File: config.mk
export PLATFORM = sky130hd
export DESIGN_NAME = turtle_plotter_grid
export DESIGN_NICKNAME = d
export VERILOG_FILES = /design/src/tpg_pkg.sv /design/src/tpg_ram.sv /design/src/tpg_ctrl.sv /design/src/tpg_outreg.sv /design/src/turtle_plotter_grid.sv
export SDC_FILE = /design/constraint.sdc
export NUM_CORES = 1
export LEC_CHECK = 0
export BUFFER_PORTS_ARGS = -buffer_cell sky130_fd_sc_hd__buf_2
export CAP_MARGIN = 20
export CORE_UTILIZATION = 46
export DETAILED_ROUTE_END_ITERATION = 6
export GPL_ROUTABILITY_DRIVEN = 0
export MAX_ROUTING_LAYER = met4
export PLACE_DENSITY = 0.69
export SYNTH_ARGS = -nofsm -noshare
export SYNTH_HDL_FRONTEND = slang
export SYNTH_SLANG_ARGS = --single-unit
export TNS_END_PERCENT = 1
File: constraint.sdc
create_clock -name clk -period 8.7 [get_ports clk]
set_input_delay 0 -clock clk [delete_from_list [all_inputs] [get_ports clk]]
set_output_delay 0 -clock clk [all_outputs]
set_load 0.02 [all_outputs]
File: src/tpg_pkg.sv
// ----------------------------------------------------------------------------
// tpg_pkg
// Shared constants, command codes and the result word type of the
// turtle plotter grid.
// ----------------------------------------------------------------------------
`default_nettype none

package tpg_pkg;

  localparam int GRID_SIZE_DEF = 32;
  localparam int MAX_SIDE      = 32;
  localparam int MIN_SIDE      = 2;

  localparam int REQ_W   = 3;
  localparam int STEP_W  = 8;
  localparam int ROW_W   = 32;
  localparam int IDX_W   = 5;
  localparam int HEAD_W  = 2;

  typedef enum logic [REQ_W-1:0] {
    REQ_PEN_UP     = 3'd0,
    REQ_PEN_DOWN   = 3'd1,
    REQ_TURN_RIGHT = 3'd2,
    REQ_TURN_LEFT  = 3'd3,
    REQ_MOVE       = 3'd4,
    REQ_DUMP       = 3'd5
  } req_t;

  typedef enum logic [HEAD_W-1:0] {
    HEAD_RIGHT = 2'd0,
    HEAD_DOWN  = 2'd1,
    HEAD_LEFT  = 2'd2,
    HEAD_UP    = 2'd3
  } heading_t;

  typedef struct packed {
    logic [ROW_W-1:0]  row_bits;
    logic [IDX_W-1:0]  row_number;
    logic [IDX_W-1:0]  pos_row;
    logic [IDX_W-1:0]  pos_col;
    logic [HEAD_W-1:0] heading;
    logic              pen_is_down;
    logic              last;
  } result_t;

  // Side of the grid actually built: the requested size held to 2..32.
  function automatic int eff_size(input int size);
    int s;
    s = size;
    if (s < MIN_SIDE) s = MIN_SIDE;
    if (s > MAX_SIDE) s = MAX_SIDE;
    return s;
  endfunction

endpackage

`default_nettype wire

File: src/tpg_ram.sv
// ----------------------------------------------------------------------------
// tpg_ram
// Generic single-port-write, single-port-read RAM with registered read.
// ----------------------------------------------------------------------------
`default_nettype none

module tpg_ram #(
  parameter int WIDTH = 32,
  parameter int DEPTH = 32
) (
  input  wire logic                     clk,
  input  wire logic                     wr_en,
  input  wire logic [$clog2(DEPTH)-1:0] wr_addr,
  input  wire logic [WIDTH-1:0]         wr_data,
  input  wire logic                     rd_en,
  input  wire logic [$clog2(DEPTH)-1:0] rd_addr,
  output logic      [WIDTH-1:0]         rd_data
);

  logic [WIDTH-1:0] mem [DEPTH];

  always_ff @(posedge clk) begin
    if (wr_en) begin
      mem[wr_addr] <= wr_data;
    end
    if (rd_en) begin
      rd_data <= mem[rd_addr];
    end
  end

endmodule

`default_nettype wire

File: src/tpg_ctrl.sv
// ----------------------------------------------------------------------------
// tpg_ctrl
// Command sequencer: holds the turtle state, runs read-modify-write steps
// on the grid memory and walks the rows for a dump.
// ----------------------------------------------------------------------------
`default_nettype none

module tpg_ctrl #(
  parameter int GRID_SIZE = tpg_pkg::GRID_SIZE_DEF
) (
  input  wire logic                        clk,
  input  wire logic                        rst,
  input  wire logic                        cmd_valid,
  output logic                             cmd_ready,
  input  wire logic [tpg_pkg::REQ_W-1:0]   cmd_req,
  input  wire logic [tpg_pkg::STEP_W-1:0]  cmd_steps,
  input  wire logic                        res_free,
  output logic                             res_load,
  output tpg_pkg::result_t                 res
);

  localparam int EFF = tpg_pkg::eff_size(GRID_SIZE);
  localparam int AW  = $clog2(EFF);
  localparam logic [tpg_pkg::IDX_W-1:0] EDGE = tpg_pkg::IDX_W'(EFF - 1);
  localparam logic [EFF-1:0] ONE = EFF'(1);

  typedef enum logic [5:0] {
    ST_IDLE     = 6'b000001,
    ST_MOVE_RD  = 6'b000010,
    ST_MOVE_WR  = 6'b000100,
    ST_DUMP_RD  = 6'b001000,
    ST_DUMP_OUT = 6'b010000,
    ST_STATUS   = 6'b100000
  } state_t;

  state_t                          state, state_next;
  logic [tpg_pkg::IDX_W-1:0]       cur_row, cur_col;
  logic [tpg_pkg::IDX_W-1:0]       adv_row, adv_col;
  logic [tpg_pkg::HEAD_W-1:0]      cur_heading;
  logic                            pen_state;
  logic [tpg_pkg::STEP_W-1:0]      step_cnt;
  logic [tpg_pkg::IDX_W-1:0]       dump_row;
  logic [EFF-1:0]                  row_valid;
  logic                            accept;
  logic                            step_done;
  logic                            dump_last;

  logic                            wr_en, rd_en;
  logic [AW-1:0]                   wr_addr, rd_addr;
  logic [AW-1:0]                   rd_addr_q;
  logic [EFF-1:0]                  wr_data, rd_data, row_word;

  tpg_ram #(
    .WIDTH (EFF),
    .DEPTH (EFF)
  ) u_grid (
    .clk     (clk),
    .wr_en   (wr_en),
    .wr_addr (wr_addr),
    .wr_data (wr_data),
    .rd_en   (rd_en),
    .rd_addr (rd_addr),
    .rd_data (rd_data)
  );

  assign cmd_ready = (state == ST_IDLE);
  assign accept    = cmd_valid && cmd_ready;
  assign step_done = (step_cnt == tpg_pkg::STEP_W'(1));

  // Rows never written read as cleared.
  assign row_word = rd_data & {EFF{row_valid[rd_addr_q]}};

  always_ff @(posedge clk) begin
    if (rd_en) begin
      rd_addr_q <= rd_addr;
    end
  end

  // One step forward, stopping at the edge.
  always_comb begin
    adv_row = cur_row;
    adv_col = cur_col;
    case (cur_heading)
      tpg_pkg::HEAD_RIGHT: if (cur_col < EDGE) adv_col = cur_col + 1'b1;
      tpg_pkg::HEAD_DOWN:  if (cur_row < EDGE) adv_row = cur_row + 1'b1;
      tpg_pkg::HEAD_LEFT:  if (cur_col != '0)  adv_col = cur_col - 1'b1;
      default:             if (cur_row != '0)  adv_row = cur_row - 1'b1;
    endcase
  end

  assign dump_last = (dump_row == EDGE);

  always_comb begin
    state_next = state;
    rd_en      = 1'b0;
    rd_addr    = cur_row[AW-1:0];
    wr_en      = 1'b0;
    wr_addr    = cur_row[AW-1:0];
    wr_data    = row_word | (ONE << cur_col[AW-1:0]);
    res_load   = 1'b0;
    res        = '0;
    res.pos_row     = cur_row;
    res.pos_col     = cur_col;
    res.heading     = cur_heading;
    res.pen_is_down = pen_state;
    case (state)
      ST_IDLE: begin
        if (accept) begin
          case (cmd_req)
            tpg_pkg::REQ_MOVE: begin
              state_next = (cmd_steps == '0) ? ST_STATUS : ST_MOVE_RD;
            end
            tpg_pkg::REQ_DUMP: state_next = ST_DUMP_RD;
            default:           state_next = ST_STATUS;
          endcase
        end
      end
      ST_MOVE_RD: begin
        if (pen_state) begin
          rd_en      = 1'b1;
          state_next = ST_MOVE_WR;
        end else if (step_done) begin
          state_next = ST_STATUS;
        end
      end
      ST_MOVE_WR: begin
        wr_en      = 1'b1;
        state_next = step_done ? ST_STATUS : ST_MOVE_RD;
      end
      ST_DUMP_RD: begin
        rd_en      = 1'b1;
        rd_addr    = dump_row[AW-1:0];
        state_next = ST_DUMP_OUT;
      end
      ST_DUMP_OUT: begin
        res.row_bits   = tpg_pkg::ROW_W'(row_word);
        res.row_number = dump_row;
        res.last       = dump_last;
        if (res_free) begin
          res_load   = 1'b1;
          state_next = dump_last ? ST_IDLE : ST_DUMP_RD;
        end
      end
      ST_STATUS: begin
        res.last = 1'b1;
        if (res_free) begin
          res_load   = 1'b1;
          state_next = ST_IDLE;
        end
      end
      default: state_next = ST_IDLE;
    endcase
  end

  always_ff @(posedge clk) begin
    if (rst) begin
      state       <= ST_IDLE;
      cur_row     <= '0;
      cur_col     <= '0;
      cur_heading <= tpg_pkg::HEAD_RIGHT;
      pen_state   <= 1'b0;
      row_valid   <= '0;
      step_cnt    <= '0;
      dump_row    <= '0;
    end else begin
      state <= state_next;
      if (accept) begin
        step_cnt <= cmd_steps;
        dump_row <= '0;
        case (cmd_req)
          tpg_pkg::REQ_PEN_UP:     pen_state   <= 1'b0;
          tpg_pkg::REQ_PEN_DOWN:   pen_state   <= 1'b1;
          tpg_pkg::REQ_TURN_RIGHT: cur_heading <= cur_heading + 2'd1;
          tpg_pkg::REQ_TURN_LEFT:  cur_heading <= cur_heading - 2'd1;
          default: ;
        endcase
      end
      // Advance once per step: after the write-back, or at once with pen up.
      if ((state == ST_MOVE_RD && !pen_state) || state == ST_MOVE_WR) begin
        cur_row  <= adv_row;
        cur_col  <= adv_col;
        step_cnt <= step_cnt - 1'b1;
      end
      if (wr_en) begin
        row_valid[wr_addr] <= 1'b1;
      end
      if (state == ST_DUMP_OUT && res_free) begin
        dump_row <= dump_row + 1'b1;
      end
    end
  end

  a_load_when_free: assert property (@(posedge clk) disable iff (rst)
    res_load |-> res_free)
    else $error("result loaded into a busy output register");

  a_write_pen_down: assert property (@(posedge clk) disable iff (rst)
    wr_en |-> pen_state)
    else $error("grid written with pen up");

  a_pos_in_grid: assert property (@(posedge clk) disable iff (rst)
    cur_row <= EDGE && cur_col <= EDGE)
    else $error("turtle left the grid");

  a_wr_follows_rd: assert property (@(posedge clk) disable iff (rst)
    (state == ST_MOVE_WR) |-> $past(rd_en) && $past(rd_addr) == cur_row[AW-1:0])
    else $error("write-back without a read of the same row");

  a_dump_last_row: assert property (@(posedge clk) disable iff (rst)
    (res_load && res.last && state == ST_DUMP_OUT) |=> state == ST_IDLE)
    else $error("dump did not end after its last row");

endmodule

`default_nettype wire

File: src/tpg_outreg.sv
// ----------------------------------------------------------------------------
// tpg_outreg
// Output holding register: keeps one result word until the sink takes it.
// ----------------------------------------------------------------------------
`default_nettype none

module tpg_outreg (
  input  wire logic             clk,
  input  wire logic             rst,
  input  wire logic             load,
  input  wire tpg_pkg::result_t din,
  output logic                  free,
  output logic                  valid,
  input  wire logic             ready,
  output tpg_pkg::result_t      dout
);

  assign free = !valid || ready;

  always_ff @(posedge clk) begin
    if (rst) begin
      valid <= 1'b0;
    end else if (free) begin
      valid <= load;
    end
  end

  always_ff @(posedge clk) begin
    if (load) begin
      dout <= din;
    end
  end

  a_no_overwrite: assert property (@(posedge clk) disable iff (rst)
    (valid && !ready) |=> valid && $stable(dout))
    else $error("held result word changed before it was taken");

endmodule

`default_nettype wire

File: src/turtle_plotter_grid.sv
// ----------------------------------------------------------------------------
// turtle_plotter_grid
// Turtle command engine over a square bit grid kept in a synchronous RAM.
// ----------------------------------------------------------------------------
//  channel  dir  bits  contents (low bit first)
//  s_*      in   16    req_type[2:0], step_count[10:3], zero pad
//  m_*      out  56    row_bits, row_number, pos_row, pos_col, heading,
//                      pen_is_down, zero pad; tlast = last of command
//
// Pen, turn and unknown commands: the accept leads to the status state, which
// loads the status word into the output register and returns to idle.
// Move: with pen up a step only advances the turtle; with pen down each step
// reads the row, then writes it back with the pen bit set; a status word
// follows. Dump: for each row a RAM read, then an output load, one row per
// grid side.
// Reset clears the per-row valid flags; no clearing pass is run.
// A stalled sink holds the sequencer at its next output load.
// ----------------------------------------------------------------------------
`default_nettype none

module turtle_plotter_grid #(
  parameter int GRID_SIZE = tpg_pkg::GRID_SIZE_DEF
) (
  input  wire logic        clk,
  input  wire logic        rst,
  input  wire logic        s_tvalid,
  output logic             s_tready,
  input  wire logic [15:0] s_tdata,   // req_type, step_count
  output logic             m_tvalid,
  input  wire logic        m_tready,
  output logic [55:0]      m_tdata,   // row_bits, row_number, pos_row, pos_col,
                                      // heading, pen_is_down
  output logic             m_tlast
);

  logic             res_free, res_load;
  tpg_pkg::result_t res, res_q;

  tpg_ctrl #(
    .GRID_SIZE (GRID_SIZE)
  ) u_ctrl (
    .clk       (clk),
    .rst       (rst),
    .cmd_valid (s_tvalid),
    .cmd_ready (s_tready),
    .cmd_req   (s_tdata[2:0]),
    .cmd_steps (s_tdata[10:3]),
    .res_free  (res_free),
    .res_load  (res_load),
    .res       (res)
  );

  tpg_outreg u_out (
    .clk   (clk),
    .rst   (rst),
    .load  (res_load),
    .din   (res),
    .free  (res_free),
    .valid (m_tvalid),
    .ready (m_tready),
    .dout  (res_q)
  );

  assign m_tdata = {6'b0, res_q.pen_is_down, res_q.heading, res_q.pos_col,
                    res_q.pos_row, res_q.row_number, res_q.row_bits};
  assign m_tlast = res_q.last;

endmodule

`default_nettype wire
# ---- After elaboration in Yosys (flattened, before gate mapping)
# Memories as Yosys holds them, arrays and structs flattened. A register that Yosys moved wholly into a read port is not among the register bits.
# Index checks and enable logic that the tools add are counted.
# Widths: inputs -> output; s select.
dict set report op_classes {
  n_lt_le_gt_ge 5
  add_sub_neg 8
  reduce_logical 26
  n_eq_ne 22
  multipliers 0
  bitwise 4
  div 0
  muxes 35
  shift 1
}
# cell n
set ops {}
lappend ops {{$or 32x32->32} 2}
lappend ops {{$mux 6} 7}
lappend ops {{$pmux 6 s6} 1}
lappend ops {{$mux 5} 7}
lappend ops {{$and 32x32->32} 1}
lappend ops {{$shl 1x5->32 const A} 1}
lappend ops {{$pmux 5 s2} 2}
lappend ops {{$mux 8} 2}
lappend ops {{$add 5x1->5 const B} 3}
lappend ops {{$lt 5x6->1 const B} 2}
lappend ops {{$pmux 6 s2} 1}
lappend ops {{$reduce_and 4->1} 3}
lappend ops {{$reduce_bool 2->1} 6}
lappend ops {{$lt 5x5->1 const B} 2}
lappend ops {{$ne 2x1->1 const B} 5}
lappend ops {{$reduce_bool 5->1} 2}
lappend ops {{$sub 5x1->5 const B} 2}
lappend ops {{$eq 8x1->1 const B} 1}
lappend ops {{$logic_not 8->1} 1}
lappend ops {{$mux 1} 8}
lappend ops {{$sub 8x1->8 const B} 1}
lappend ops {{$eq 3x2->1 const B} 2}
lappend ops {{$eq 3x3->1 const B} 2}
lappend ops {{$eq 6x1->1 const B} 1}
lappend ops {{27 further kinds} 36}
dict set report word_totals {
  memories 1
  elab_cells 119
  romBits 0
  latchBits 0
  reg_bits 121
  input_bits 20
  ramBits 1024
  out_inout_bits 59
}
# memory words width read_ports rd_ports_with_merged_regs wr line
set mem_list {}
lappend mem_list {u_ctrl.u_grid.mem 32 32 1 1 1 tpg_ram.sv:20} ;# logic [WIDTH-1:0] mem [DEPTH];

# ---- Logic depth before layout (Yosys ltp)
dict set report logic_depth {
  word_depth 5
  mapped_depth 11
  ltp_nobuf 10
}

# ---- Hierarchy
# A second synthesis with hierarchy kept.
dict set report hier_totals {
  cells_unflattened 2845
  hier_area_um2 46681.0
}
# mod area_per_inst_um2 cells_each seq_area_each_um2 instances
set by_module_without_submodules {}
lappend by_module_without_submodules {tpg_ram 40807.9 2260 31710.4 1}
lappend by_module_without_submodules {tpg_ctrl 4246.6 523 1431.4 1}
lappend by_module_without_submodules {tpg_outreg 1577.8 55 1551.5 1}
lappend by_module_without_submodules {turtle_plotter_grid 48.8 7 0.0 1}

# ---- Least setup slack after synthesis
# No wires, ideal clock.
dict set report synth_path {
  path_kind {flip-flop to flip-flop}
  from {register u_ctrl.state[0]}
  to {register u_out.dout[0] in the netlist's numbering (enable)}
  setup_ns 0.460
  t_required_ns 8.240
  stages_incl_launch_ff 5
  path_slack_ns 4.734
  n_path_buf 1
  arrival_time_ns 3.505
  cell_sequence {dfxtp_1 buf_2 nor4_1 o21ai_0 nor2_1}
}
dict set report synth_between {
  elab_chain_cells 3
  elab_cells_between_ends 4
  classes_between {eq/ne (2); mux (1); reduce/logical (1)}
}
# element line
set synth_lines {}
lappend synth_lines {{from (decl)} tpg_ctrl.sv:36} ;# state_t state, state_next;
lappend synth_lines {{from (signal assigned)} tpg_ctrl.sv:166} ;# state <= state_next;
lappend synth_lines {{$eq 6x6->1 or $eq 6x5->1 (tied branches)} tpg_ctrl.sv:106} ;# case (state)
lappend synth_lines {{$reduce_or 2->1 (no source line) (*)} -}
lappend synth_lines {{$mux 1 (*)} -}
lappend synth_lines {{via res_load} turtle_plotter_grid.sv:36} ;# logic res_free, res_load;
lappend synth_lines {{to (signal assigned)} tpg_outreg.sv:30} ;# dout <= din;
lappend synth_lines {{to (decl)} tpg_outreg.sv:15} ;# output tpg_pkg::result_t dout
# Mark *: on every way through the listed nets, which the timed path passes. The rest lies on a longest branch.
# A chain may end at the register's enable or synchronous reset.

# ---- Worst setup path after layout
dict set report layout_path {
  from {register u_ctrl.state[0]}
  to {register u_ctrl.u_grid.rd_data[15] (read register of u_ctrl.u_grid.mem) (data pin)}
}
dict set report layout_between {
  elab_chain_cells 2
  elab_cells_between_ends 4
  classes_between {eq/ne (2); mux (2)}
}
# element line
set layout_lines {}
lappend layout_lines {{$eq 6x4->1 or $eq 6x2->1 (tied branches)} tpg_ctrl.sv:106}
lappend layout_lines {{$pmux 1 s2 or $mux 5 (tied branches)} tpg_ctrl.sv:106}
lappend layout_lines {{to (decl)} tpg_ram.sv:17} ;# output logic [WIDTH-1:0] rd_data
# Several ways; a longest one is shown, not always the timed one.

==> impl_metrics.yaml <==
outcome:
  status: "complete, no violations"
yosys:
  postSynthCellCount: 3736
  syn_area_mm2: 0.05072
  yosysWarnings: 0
  synthArstFlopShare: 0
  synth_edf_count: 1112
  synth_seq_cells: 1177
  ys_seq_area_frac: 0.6840
  synth_ff_type: "edfxtp_1"
  syn-mean-instance-area_um2: 13.58
  yosysUniqueCellTypes: 69
timing:
  finalCritPeriodShare: 0.5765
  timing.fmax_mhz: 199.4
  fin_skew_ns: 0.02684
  finalSetupViolCount: 0
  tns_ns: 0
  hold_violations: 0
  maxSlewHeadroom: 0.2522
  worstMarginPinSlew_ns: 1.122
  layout_min_cycle_time_ns: 5.016
  rsz0062_at_grt: "false"
  slew_violations: 0
routing:
  drc_errors: 0
  initialDrtViolationCount: 4191
  dr.pass1.iters: 6
  via_per_inst: 6.354
  drt_wl_total_um: 137200
  dr_total_vias: 33640
  ant_nets: 0
  wire_per_inst_um: 25.91
clock_tree:
  clkLatencyLatePin_ns: 0.71
  post_cts_buffers: 0
  cts_tree: "built"
  cts_buffer_depth: 3
  cts-hold-fix-buffers: 27
  root_buffer: "clkbuf_16"
  cts_made_buffers: 113
  cts_resized: 0
  cts.reportedPaths.clkPinSlew_ns: 0.06
  cts_sinks: 1177
  htree_levels: 3
cells_and_area:
  area_growth_pct: 13.22
  layout.nets: 3752
  mostFrequentLayoutCells: "edfxtp_1 (1112), a21oi_1 (314), and3_1 (265)"
  fin_util: 0.5261
  fillers: 8665
  drive_gt1_frac: 0.1559
  final_common_cell: "edfxtp_1"
placed_design:
  portBuffers: 67
  hpwl_um: 72460
power:
  power_mw: 11.73
  p_int_mw: 9.277
  power.share.sequential: 0.525
  clockPowerShare: 0.441
  powerDensity_mw_per_mm2: 204.3
  p_sw_mw: 2.455
  combPwrFrac: 0.034
  switching_share: 0.2093
  p_leak_nw: 18.60
  peakVddDrop_uv: 167.3
worst_setup_path:
  startpoint_type: "flip-flop"
  r2r_start: "u_ctrl.state[0]$_SDFFE_PP1P_"
  crit_family: "simple AND/OR/NAND/NOR gates"
  path_buf_inv: 1
  worstPathRequired_ns: 9.11
  startpoint: "u_ctrl.state[0]$_SDFFE_PP1P_"
  crit_chain: "nand2b_2, nor4_1, a41oi_4, buf_4, o22ai_1, nor4b_1, a22oi_1"
  critPathCaptureType: "flip-flop"
  slowest_delay_ns: 0.93
  worst_path_max_delay_cell: "nor4b_1"
  crit_type: "reg -> reg"
  arrival_ns: 5.42
  cp_max_fo: 43
grt:
  grt_overflow: 0
  grt_start_max_net_pins: 192
  grt_first_pass_wirelength_um: 202200
  antenna_found_initial: 3
  grt_pass1_vias: 32230
  grt.total_usage: 0.2473
floorplanning:
  rows: 121
  start_util: 0.4647
  die_w_um: 334.1
  core_mm2: 0.1092
  die_area_mm2: 0.1116
  io_pins: 79
  die_y_um: 334.1
hold_path:
  min-delay-start: "s_tvalid"
  min_path_type: "in -> reg"
job:
  cap_violations: 0
## power groups by stage
stage,sequential (mW),clock (mW),combinational [mW]
after floorplan,6.30,0,0.260
after global placement,6.28,0,0.359
after detailed placement,6.28,0,0.368
after CTS,6.16,5.21,0.383
after global routing,6.16,5.43,0.435
final,6.16,5.17,0.404
## flip-flops by register name, indices dropped and copies added (netlist names)
name / cells
u_ctrl.state: 6
u_ctrl.cur_col: 5
u_ctrl.cur_heading: 2
u_ctrl.dump_row: 5
u_ctrl.cur_row: 5
u_ctrl.u_grid.mem: 1024
u_out.dout: 51
u_ctrl.row_valid: 32
u_ctrl.rd_addr_q: 5
u_ctrl.pen_state: 1
u_ctrl.step_cnt: 8
u_out.valid: 1
u_ctrl.u_grid.rd_data: 32
## tightest hold or removal path: cells and delay by family
kind / cells / cell delay, ns
buffers and inverters: 2 / 0.68
AND/OR/NAND/NOR: 1 / 0.10
AO/OA/AOI/OAI: 1 / 0.11
## synthesized netlist by cell type (all sizes together) (32+ instances only)
library cell / n / area share
a31o: 32 / 0.0055
nand2: 178 / 0.013
dfxtp: 65 / 0.026
a22oi: 36 / 0.0053
o211ai: 68 / 0.010
nor2: 125 / 0.0096
a222oi: 32 / 0.0063
o22ai: 68 / 0.0084
o21ai: 187 / 0.019
o32a: 33 / 0.0065
mux2: 129 / 0.030
edfxtp: 1112 / 0.66
nand3: 173 / 0.017
a21oi: 315 / 0.031
a2111oi: 33 / 0.0087
a211oi: 231 / 0.034
a21boi: 128 / 0.019
and3: 265 / 0.033
buf: 58 / 0.0070
clkbuf: 287 / 0.021
nor4b: 32 / 0.0055
## metal layers
metal / share of wire / GRT usage
met1: 0.40 / 0.3206
met2: 0.48 / 0.3932
met3: 0.095 / 0.04262
met4: 0.031 / 0.08696
met5: 0 / -
## through the flow
stage	worst slack, ns	hold slack, ns	cells	cell area, um^2
floorplan	4.734	0.1472	3741	50740
global placement	3.862	0.2759	5025	52690
detailed placement	3.752	0.2853	5028	52730
CTS	3.763	0.2016	5269	56940
global route	3.682	0.2428	5294	57430
finish	3.684	0.2304	5295	57430
## logic make-up after synthesis
family          share of synthesized area
compound gates                     0.1592
xor+xnor                         0.001727
fa+ha+maj                        0.003996
buf+inv                           0.02928
flops                              0.6840
mux                               0.03527
other cells                    0.00007393
simple gates                      0.08646
## area by class of cell
class / instances / area [um^2] / share of cell area
antenna: 3 / 7.507 / 0.0001307
clock buffer: 137 / 2990 / 0.05207
clock inverter: 77 / 940.9 / 0.01638
inverter: 14 / 55.05 / 0.0009586
multi-input combinational: 2205 / 15030 / 0.2617
sequential: 1177 / 34700 / 0.6042
tap: 1476 / 1847 / 0.03216
timing repair buffer: 206 / 1861 / 0.03240
## worst paths after layout
| kind | endpoint | slack [ns] | cells past startpoint |
|---|---|---|---|
| worst max-delay path | u_ctrl.u_grid.rd_data[15]$_DFFE_PP_ | 3.68 | 7 |
| worst min-delay path | u_ctrl.state[0]$_SDFFE_PP1P_ | 0.23 | 4 |
| worst max register to register | u_ctrl.u_grid.rd_data[15]$_DFFE_PP_ | 3.68 | 7 |
| worst min register to register | u_ctrl.row_valid[10]$_SDFFE_PP0P_ | 0.46 | 2 |
Note: power is estimated with default switching activity, not from simulation.
